<file path="src/bsst_pkg.sv">
// ----------------------------------------------------------------------------
// bsst_pkg
// shared constants and controller/datapath interface types for the
// sorted-table binary search unit
// ----------------------------------------------------------------------------
package bsst_pkg;

    localparam int DEPTH_DEFAULT = 1024;

    localparam int SIZE_W  = 11;
    localparam int INDEX_W = 10;
    localparam int DATA_W  = 32;
    localparam int POS_W   = 10;

    // opcodes of an input transaction
    localparam logic OP_WRITE  = 1'b0;
    localparam logic OP_SEARCH = 1'b1;

    // commands from controller to datapath
    typedef struct packed {
        logic write_en;     // store data_value at entry_index
        logic start;        // load key and full index range
        logic init_rd;      // read both range ends
        logic cap_both;     // take both bound values from the read ports
        logic cap_low;      // take a refreshed low bound value
        logic cap_high;     // take a refreshed high bound value
        logic step_low;     // range moves above the probe
        logic step_high;    // range moves below the probe
        logic latch_found;  // hit at the probe
        logic latch_miss;   // search ends without a hit
        logic load_out;     // move the finished result to the output register
    } cmd_t;

    // status from datapath to controller
    typedef struct packed {
        logic in_range;     // range not empty and key within bound values
        logic key_eq;       // key equals the probed entry
        logic key_lt;       // key below the probed entry
    } status_t;

endpackage

</file>
<file path="src/bsst_ctrl.sv">
// ----------------------------------------------------------------------------
// bsst_ctrl
// controller: accepts transactions, sequences bound reads, probes and
// result hand-off
// ----------------------------------------------------------------------------
module bsst_ctrl (
    input  logic              clk,
    input  logic              rst_n,
    input  logic              in_valid,
    output logic              in_stall,
    input  logic              opcode,
    output logic              out_valid,
    input  logic              out_stall,
    output bsst_pkg::cmd_t    cmd,
    input  bsst_pkg::status_t status
);

    localparam logic [2:0] ST_IDLE  = 3'd0;
    localparam logic [2:0] ST_INIT  = 3'd1;
    localparam logic [2:0] ST_ISSUE = 3'd2;
    localparam logic [2:0] ST_EVAL  = 3'd3;
    localparam logic [2:0] ST_DONE  = 3'd4;

    // which bound value arrives on the read ports in the issue cycle
    localparam logic [1:0] REFR_BOTH = 2'd0;
    localparam logic [1:0] REFR_LOW  = 2'd1;
    localparam logic [1:0] REFR_HIGH = 2'd2;

    logic [2:0] state_reg;
    logic [2:0] state_next;
    logic [1:0] refr_reg;
    logic [1:0] refr_next;
    logic       out_valid_reg;
    logic       out_valid_next;

    assign in_stall  = (state_reg != ST_IDLE);
    assign out_valid = out_valid_reg;

    always_comb
    begin
        state_next     = state_reg;
        refr_next      = refr_reg;
        out_valid_next = out_valid_reg && out_stall;
        cmd            = '0;
        unique case (state_reg)
            ST_IDLE:
            begin
                if (in_valid)
                begin
                    if (opcode == bsst_pkg::OP_SEARCH)
                    begin
                        cmd.start  = 1'b1;
                        refr_next  = REFR_BOTH;
                        state_next = ST_INIT;
                    end
                    else
                    begin
                        cmd.write_en = 1'b1;
                    end
                end
            end
            ST_INIT:
            begin
                cmd.init_rd = 1'b1;
                state_next  = ST_ISSUE;
            end
            ST_ISSUE:
            begin
                cmd.cap_both = (refr_reg == REFR_BOTH);
                cmd.cap_low  = (refr_reg == REFR_LOW);
                cmd.cap_high = (refr_reg == REFR_HIGH);
                state_next   = ST_EVAL;
            end
            ST_EVAL:
            begin
                priority if (!status.in_range)
                begin
                    cmd.latch_miss = 1'b1;
                    state_next     = ST_DONE;
                end
                else if (status.key_eq)
                begin
                    cmd.latch_found = 1'b1;
                    state_next      = ST_DONE;
                end
                else if (status.key_lt)
                begin
                    cmd.step_high = 1'b1;
                    refr_next     = REFR_HIGH;
                    state_next    = ST_ISSUE;
                end
                else
                begin
                    cmd.step_low = 1'b1;
                    refr_next    = REFR_LOW;
                    state_next   = ST_ISSUE;
                end
            end
            ST_DONE:
            begin
                // wait for the output register to be free
                if (!out_valid_reg || !out_stall)
                begin
                    cmd.load_out   = 1'b1;
                    out_valid_next = 1'b1;
                    state_next     = ST_IDLE;
                end
            end
            default:
            begin
                state_next = ST_IDLE;
            end
        endcase
    end

    always_ff @(posedge clk or negedge rst_n)
    begin
        if (!rst_n)
        begin
            state_reg     <= ST_IDLE;
            refr_reg      <= REFR_BOTH;
            out_valid_reg <= 1'b0;
        end
        else
        begin
            state_reg     <= state_next;
            refr_reg      <= refr_next;
            out_valid_reg <= out_valid_next;
        end
    end

`ifndef SYNTHESIS
    a_search_starts: assert property (@(posedge clk) disable iff (!rst_n)
        (in_valid && !in_stall && opcode == bsst_pkg::OP_SEARCH) |=>
        (state_reg == ST_INIT))
        else $error("accepted search did not start");

    a_eval_exits: assert property (@(posedge clk) disable iff (!rst_n)
        (state_reg == ST_EVAL) |=> (state_reg == ST_ISSUE || state_reg == ST_DONE))
        else $error("probe evaluation went to a wrong state");

    a_result_from_done: assert property (@(posedge clk) disable iff (!rst_n)
        $rose(out_valid_reg) |-> ($past(state_reg) == ST_DONE))
        else $error("result shown without a finished search");
`endif

endmodule

</file>
<file path="config.mk">
export PLATFORM = sky130hd
export DESIGN_NAME = bsst_ctrl
export DESIGN_NICKNAME = d
export VERILOG_FILES = /design/src/bsst_pkg.sv /design/src/bsst_ctrl.sv
export SDC_FILE = /design/constraint.sdc
export NUM_CORES = 1
export LEC_CHECK = 0
export ABC_AREA = 0
export ABC_CLOCK_PERIOD_IN_PS = 1300
export BUFFER_PORTS_ARGS = -buffer_cell sky130_fd_sc_hd__clkbuf_2
export CORE_AREA = 3 3 40 42
export DETAILED_ROUTE_END_ITERATION = 8
export DIE_AREA = 0 0 43 45
export SLEW_MARGIN = 30
export SYNTH_ARGS = -nofsm -noshare
export SYNTH_HDL_FRONTEND = slang
export SYNTH_SLANG_ARGS = --single-unit
</file>
<file path="constraint.sdc">
create_clock -name clk -period 1.3 [get_ports clk]
set_input_delay 0 -clock clk [delete_from_list [all_inputs] [get_ports clk]]
set_output_delay 0 -clock clk [all_outputs]
set_load 0.03 [all_outputs]
</file>
# After elaboration in Yosys (flattened, before gate mapping)
# Index checks and enable logic that the tools add are counted.
# classes
n_addsub	0
mul	0
div_mod_pow	0
n_lt_le_gt_ge	0
eq_ne	11
shifts	0
n_mux	29
bitwise_logic	0
n_reduce_logical	10
# ops
operator	count
3-bit 2-to-1 mux	7
2-bit 2-to-1 mux	8
3-bit one-hot mux with 5 select lines	1
1-bit 2-to-1 mux	11
2-bit inequality test, second input constant	5
3-bit by 2-bit == test with 1-bit output, second input constant	2
5-bit AND reduction	1
4-bit 2-to-1 mux	1
2-bit one-hot mux with 2 select lines	1
3-bit by 1-bit == test with 1-bit output, second input constant	1
3-bit == test, second input constant	1
3-bit zero test	1
3-bit AND reduction	1
3-bit nonzero test	1
2-bit by 1-bit == test with 1-bit output, second input constant	1
2-bit == test, second input constant	1
1-bit zero test	2
2-bit zero test	1
2-bit nonzero test	1
1-bit logical AND	1
1-bit logical OR	1
# totals
ff_bits	6
latchBits	0
mem_bits_rw	0
rom_bits	0
in_bits	8
output_inout_bits	13
elab_cells	53
mem_count	0

# Longest topological paths before layout
# Gate-level depths: netlist of run 1.
# depth
word_depth	4
mapped_depth	3
mapped_depth_nobuf	3

# Worst setup path before layout of run 1
# OpenSTA, ideal clock, no wires.
# synth_timing
path_type	register to output
start	reg state_reg[2]
end	out cmd[10] (netlist name)
arrival_ps	1641
required_time_ps	1300
slack_ps	-341
stages_incl_launch_ff	3
path_buffers	0
path_cell_list	dfrtp_1 or3_4 nor3b_1
# synth_rtl
item	line_no	rtl
from (decl)	bsst_ctrl.sv:29	logic [2:0] state_reg;
from (signal assigned)	bsst_ctrl.sv:126	state_reg <= state_next;
to (decl)	bsst_ctrl.sv:14	output bsst_pkg::cmd_t cmd,

==> impl_metrics.csv, run 1 <==
group,metric,value,unit
layout,finalNetCount,79,
synth,synth.distinct_cells,19,
routing,wl_per_cell,10.8,µm
synth,async_flop_share,100,%
routing,drc_errors,0,
synth,syn_inst,37,
flow_run,maxCapViolCount,0,
sta,fmax,698,MHz
status,violations,"negative setup slack",
layout,n_antenna_cell,0,
synth,synth_area_per_cell,9.06,µm²
synth,synth_commonest_cells,"6 x dfrtp_1, 6 x nand2_1, 5 x nor2_1",
synth,synth.top_cell.area_share,44.8,%
floorplan,coreArea,1280,µm²
cts,cts_max_level,1,
sta,fin_ws,-0.134,ns
layout,multiInputGateArea,236,µm²
sta,setup_viol,10,
setup_path,critPathSlowestCell,"or3_4",
synth,ys_seq_area_share,44.8,%
routing,antenna_left,0,
global_route,grt_pass1_vias,343,
setup_path,cp.required,1.30,ns
routing,first_pass_iters,3,
sta,period_share,110,%
global_route,antenna_found_initial,0,
setup_path,cp_top_family,"simple AND/OR/NAND/NOR gates",
cts,root_buffer,"clkbuf_4",
sta,fin_hold_ws,0.121,ns
cts,clk_pin_slew,0.05,ns
synth,ys.flop_type,"dfrtp_1",
sta,fin_crit,1.43,ns
sta,relSlewSlack,85.3,%
sta,worst_pin_slew,0.219,ns
power,irDropWorstVdd,1.05,mV
setup_path,cp.arrival,1.43,ns
place,portBuffers,20,
cts,cts_made_buffers,3,
global_route,met3_usage,5.98,%
setup_path,path_class,"reg2out",
place,place_congestion,0.692,
layout,drive_above_1_share,60.9,%
global_route,overflow,0,
global_route,grtUsageMet1,10.6,%
setup_path,worst_path_largest_cell_delay,0.41,ns
global_route,top_usage_layer,"met2",
setup_path,r2r-end,"refr_reg[1]$_DFFE_PN0P_",
synth,yosys_warnings,0,
synth,synth.top_cells.by_area,"dfrtp_1 45%, nor3b_1 9.0%, nand2_1 6.7%",
setup_path,r2r_slack,-0.07,ns
place,pre_cts_slack,0.0361,ns
routing,routed_wl,903,µm
sta,slew_violations,0,
routing,drt_iter0_markers,4,
floorplan,die_w,43,µm
power,leakage,0.000334,µW
synth,synth-edff-count,0,
power,p_per_area,2250,nW/µm²
cts,clkLatencyLatePin,0.24,ns
status,status,"finished with violations",
global_route,grt_usage,9.56,%
sta,rsz0062_at_grt,"true",
floorplan,initial_utilization,26.1,%
routing,viasPerCell,4.61,
global_route,grt_max_degree,7,
floorplan,die_area,1940,µm²
layout,area.growth.synth_to_final,103,%
setup_path,path_cells,"or3_4 > nor3b_2 > clkbuf_8",
synth,syn_area,335,µm²
setup_path,start_kind,"flip-flop",
layout,fill_cells,109,
synth,synth_largest_area_cell,"dfrtp_1",
synth,synth_seq_cells,6,
min_path,hold_path.class,"in2async",
cts,clock_sinks,6,
layout,largest_reg_flops,3,
layout,seq_area,150,µm²
synth,syn_nets,45,
place,dp_hpwl,680,µm
setup_path,critPathBufInv,1,
floorplan,ios,21,
cts,clockBufferDepth,2,
cts,cts_tree,"yes",
setup_path,reg2reg_depth,4,
sta,finalHoldViolations,0,
setup_path,cp_max_fo,3,
routing,routed-via-count,387,
sta,skew,0.00459,ns
floorplan,placementRows,13,
global_route,grt_pass1_wl,1.33,mm
global_route,grt_util_met2,15.9,%
setup_path,regToRegStartpoint,"state_reg[2]$_DFFE_PN0P_",
floorplan,die_h,45,µm
setup_path,critPathCaptureType,"primary output",
cells in the final DEF (no fill, tap or decap), types with 2 or more instances in the layout:
cell           count
buf_4              8
clkbuf_2          10
clkbuf_4           3
clkbuf_8           6
dfrtp_1            6
dlygate4sd3_1      3
nand2_1            5
nor2_1             3
nor2_4             2
nor3b_2            3
or3_4              2
layer usage:
metal  up-vias  wire, µm
met4         0         0
met1       174       392
li1        200         -
met3         0        61
met5         -         0
met2        13       449
how the worst max path moves through the flow:
stage                         endpoint                     start  slack [ns]  cells after the start
2_1_floorplan                   cmd[5]  state_reg[1]$_DFFE_PN0P_       -0.05                      3
3_3_place_gp                    cmd[5]  state_reg[2]$_DFFE_PN0P_        0.07                      3
3_5_place_dp   refr_reg[1]$_DFFE_PN0P_  state_reg[0]$_DFFE_PN0P_        0.04                      3
4_1_cts                         cmd[5]  state_reg[2]$_DFFE_PN0P_       -0.13                      3
5_1_grt                         cmd[6]  state_reg[1]$_DFFE_PN0P_       -0.20                      4
6_report                       cmd[10]  state_reg[2]$_DFFE_PN0P_       -0.13                      3
metrics by stage:
step	area, µm²	util [%]	TNS (ns)	total power [µW]	std cells
final	681	53.0	-0.915	1530	84
after global routing	681	53.0	-1.54	1630	84
after CTS	639	49.8	-0.757	1420	81
after detailed placement	497	38.7	0	1100	75
after global placement	497	38.7	0	1090	75
after floorplan	355	-	-0.182	861	37
timing repair:
action | in CTS | in global routing
setup endpoints to repair | 9 | 12
pin swaps | 2 | 4
hold buffers | 3 | 0
hold endpoints to repair | 8 | 0
setup buffers | 0 | 3
gates resized for setup | 23 | 10
where the power goes:
part           internal, µW  switching [µW]
registers               266            70.8
logic                   496             531
clock network           104            63.3
logic make-up (layout without fill, tap and decap cells):
group                  Yosys count  after routing  share of synthesized area, %
AND/OR/NAND/NOR                 23             23                          38.8
AO/OA/AOI/OAI                    7              7                          15.3
flip-flops                       6              6                          44.8
buffers and inverters            1             33                          1.12
layout make-up:
class	count	area share, %
inverter	1	0.551
multi-input combinational	30	34.7
tap	15	2.76
clock buffer	3	3.31
sequential	6	22.1
timing repair buffer	29	36.6
worst reg2reg max path: stages (launching register included):
cell	delay, ns
dfrtp_1	0.39
or3_4	0.41
buf_6	0.14
a2bb2oi_2	0.15
a21o_1	0.16
Note: power is estimated with default switching activity, not from simulation.
==> run 2, diff against run 1 <==
- SETUP_SLACK_MARGIN: unset -> 0.02
==> run 2 against run 1 <==
Net effect: the flow still finishes with violations (negative setup slack); critical endpoint unchanged; cell count unchanged; first-iteration DRC count rose to 3.3 times the previous value; clock power about the same.
==> impl_metrics.csv, run 2 (synthesis gave the netlist of run 1 again) <==
group,metric,value,unit
setup_path,path_cells,"or3_4 > nor3b_2 > clkbuf_8",
cts,clockBufferDepth,2,
setup_path,reg2reg_depth,4,
global_route,overflow,0,
global_route,grt_max_degree,7,
sta,fin_crit,1.43,ns
routing,wl_per_cell,10.8,µm
setup_path,worst_path_largest_cell_delay,0.41,ns
setup_path,cp_max_fo,3,
floorplan,die_h,45,µm
layout,largest_reg_flops,3,
setup_path,path_class,"reg2out",
setup_path,cp.required,1.30,ns
floorplan,placementRows,13,
routing,drt_iter0_markers,13,
layout,final_cell_mix,"10 x clkbuf_2, 8 x buf_4, 6 x dfrtp_1, 6 x clkbuf_8, 5 x nand2_1",
place,portBuffers,20,
layout,layoutNonFillerInstCount,84,
layout,n_antenna_cell,0,
routing,antenna_left,0,
place,placed_cells,75,
cts,root_buffer,"clkbuf_4",
layout,area.growth.synth_to_final,103,%
floorplan,die_area,1940,µm²
power,p_per_area,2250,nW/µm²
cts,cts_made_buffers,3,
sta,relSlewSlack,85.7,%
routing,routed_wl,903,µm
layout,finalNetCount,79,
setup_path,critPathCaptureType,"primary output",
power,irDropWorstVdd,1.05,mV
global_route,grt_pass1_vias,343,
floorplan,coreArea,1280,µm²
flow_run,maxCapViolCount,0,
setup_path,start_kind,"flip-flop",
global_route,antenna_found_initial,0,
place,dp_hpwl,680,µm
power,p_total,1530,µW
global_route,grt_usage,9.40,%
sta,slew_violations,0,
min_path,hold_path.class,"in2async",
status,violations,"negative setup slack",
routing,first_pass_iters,3,
sta,period_share,110,%
cts,cts_tree,"yes",
global_route,grt_pass1_wl,1.30,mm
sta,fin_ws,-0.135,ns
power,leakage,0.000334,µW
routing,routed-via-count,396,
cts,clkLatencyLatePin,0.24,ns
sta,worst_pin_slew,0.214,ns
cts,cts_max_level,1,
cts,clock_sinks,6,
floorplan,ios,21,
routing,viasPerCell,4.71,
setup_path,cp.arrival,1.43,ns
layout,final_common_cell,"clkbuf_2",
setup_path,critPathSlowestCell,"or3_4",
sta,rsz0062_at_grt,"true",
sta,setup_viol,10,
sta,finalHoldViolations,0,
layout,drive_above_1_share,60.9,%
sta,fmax,697,MHz
place,place_congestion,0.692,
cts,clk_pin_slew,0.05,ns
layout,fill_cells,111,
floorplan,initial_utilization,26.1,%
routing,drc_errors,0,
status,status,"finished with violations",
floorplan,die_w,43,µm
sta,skew,0.00429,ns
[run 2: cell counts in the layout (fill, tap and decap cells not counted)]
Identical to the previous run, type by type.
[run 2: power by group]
| part | internal, µW | leakage (µW) | total (µW) | switching [µW] |
|---|---|---|---|---|
| logic | 496 | 0.000243 | 1030 | 531 |
| clock network | 104 | 0.0000138 | 168 | 63.4 |
| registers | 266 | 0.0000776 | 337 | 70.8 |
[run 2: timing repair]
item | in CTS | in global routing
hold buffers | 3 | 0
setup buffers | 1 | 2
endpoints found under the hold margin | 8 | 0
pin swaps | 2 | 4
gates resized for setup | 24 | 8
endpoints found under the setup margin | 10 | 13
[run 2: per-layer routing]
metal / vias up / GRT usage [%] / wire [µm]
met3: 2 / 5.98 / 61
met1: 181 / 10.3 / 369
li1: 200 / - / -
met5: - / 0 / 0
met2: 13 / 15.6 / 465
met4: 0 / 1.81 / 6
[run 2: path summary, 6_finish.rpt]
| path | slack [ns] | startpoint | to |
|---|---|---|---|
| setup / recovery | -0.13 | state_reg[2]$_DFFE_PN0P_ | cmd[10] |
| hold / removal | 0.12 | rst_n | refr_reg[1]$_DFFE_PN0P_ |
| setup reg to reg | -0.07 | state_reg[2]$_DFFE_PN0P_ | refr_reg[1]$_DFFE_PN0P_ |
| hold reg to reg | 0.52 | out_valid$_DFF_PN0_ | out_valid$_DFF_PN0_ |
| max in group asynchronous | 1.03 | rst_n | state_reg[2]$_DFFE_PN0P_ |
| min in group clk | 0.15 | in_valid | state_reg[0]$_DFFE_PN0P_ |
[run 2: metrics by stage]
step | hold WS, ns | setup TNS (ns) | setup WS [ns] | util, % | area, µm²
after floorplan | -0.296 | -0.182 | -0.0470 | - | 355
after global placement | -0.166 | 0 | 0.0667 | 38.7 | 497
after detailed placement | -0.170 | 0 | 0.0361 | 38.7 | 497
after CTS | 0.0924 | -0.757 | -0.125 | 50.5 | 649
after global routing | 0.134 | -1.52 | -0.202 | 53.0 | 681
final | 0.120 | -0.923 | -0.135 | 53.0 | 681
[run 2: layout make-up]
class | instances | area [µm²] | area share (%)
repair buffers | 29 | 249 | 36.6
multi-input cells | 30 | 236 | 34.7
flip-flops and latches | 6 | 150 | 22.1
clock buffers | 3 | 22.5 | 3.31
well taps | 15 | 18.8 | 2.76
inverters | 1 | 3.75 | 0.551
[run 2: critical path: cells and delay by family (launching register included)]
| kind | cells | cell delay, ns |
|---|---|---|
| DFF | 1 | 0.39 |
| and+or+nand+nor | 2 | 0.62 |
| buffers and inverters | 1 | 0.18 |
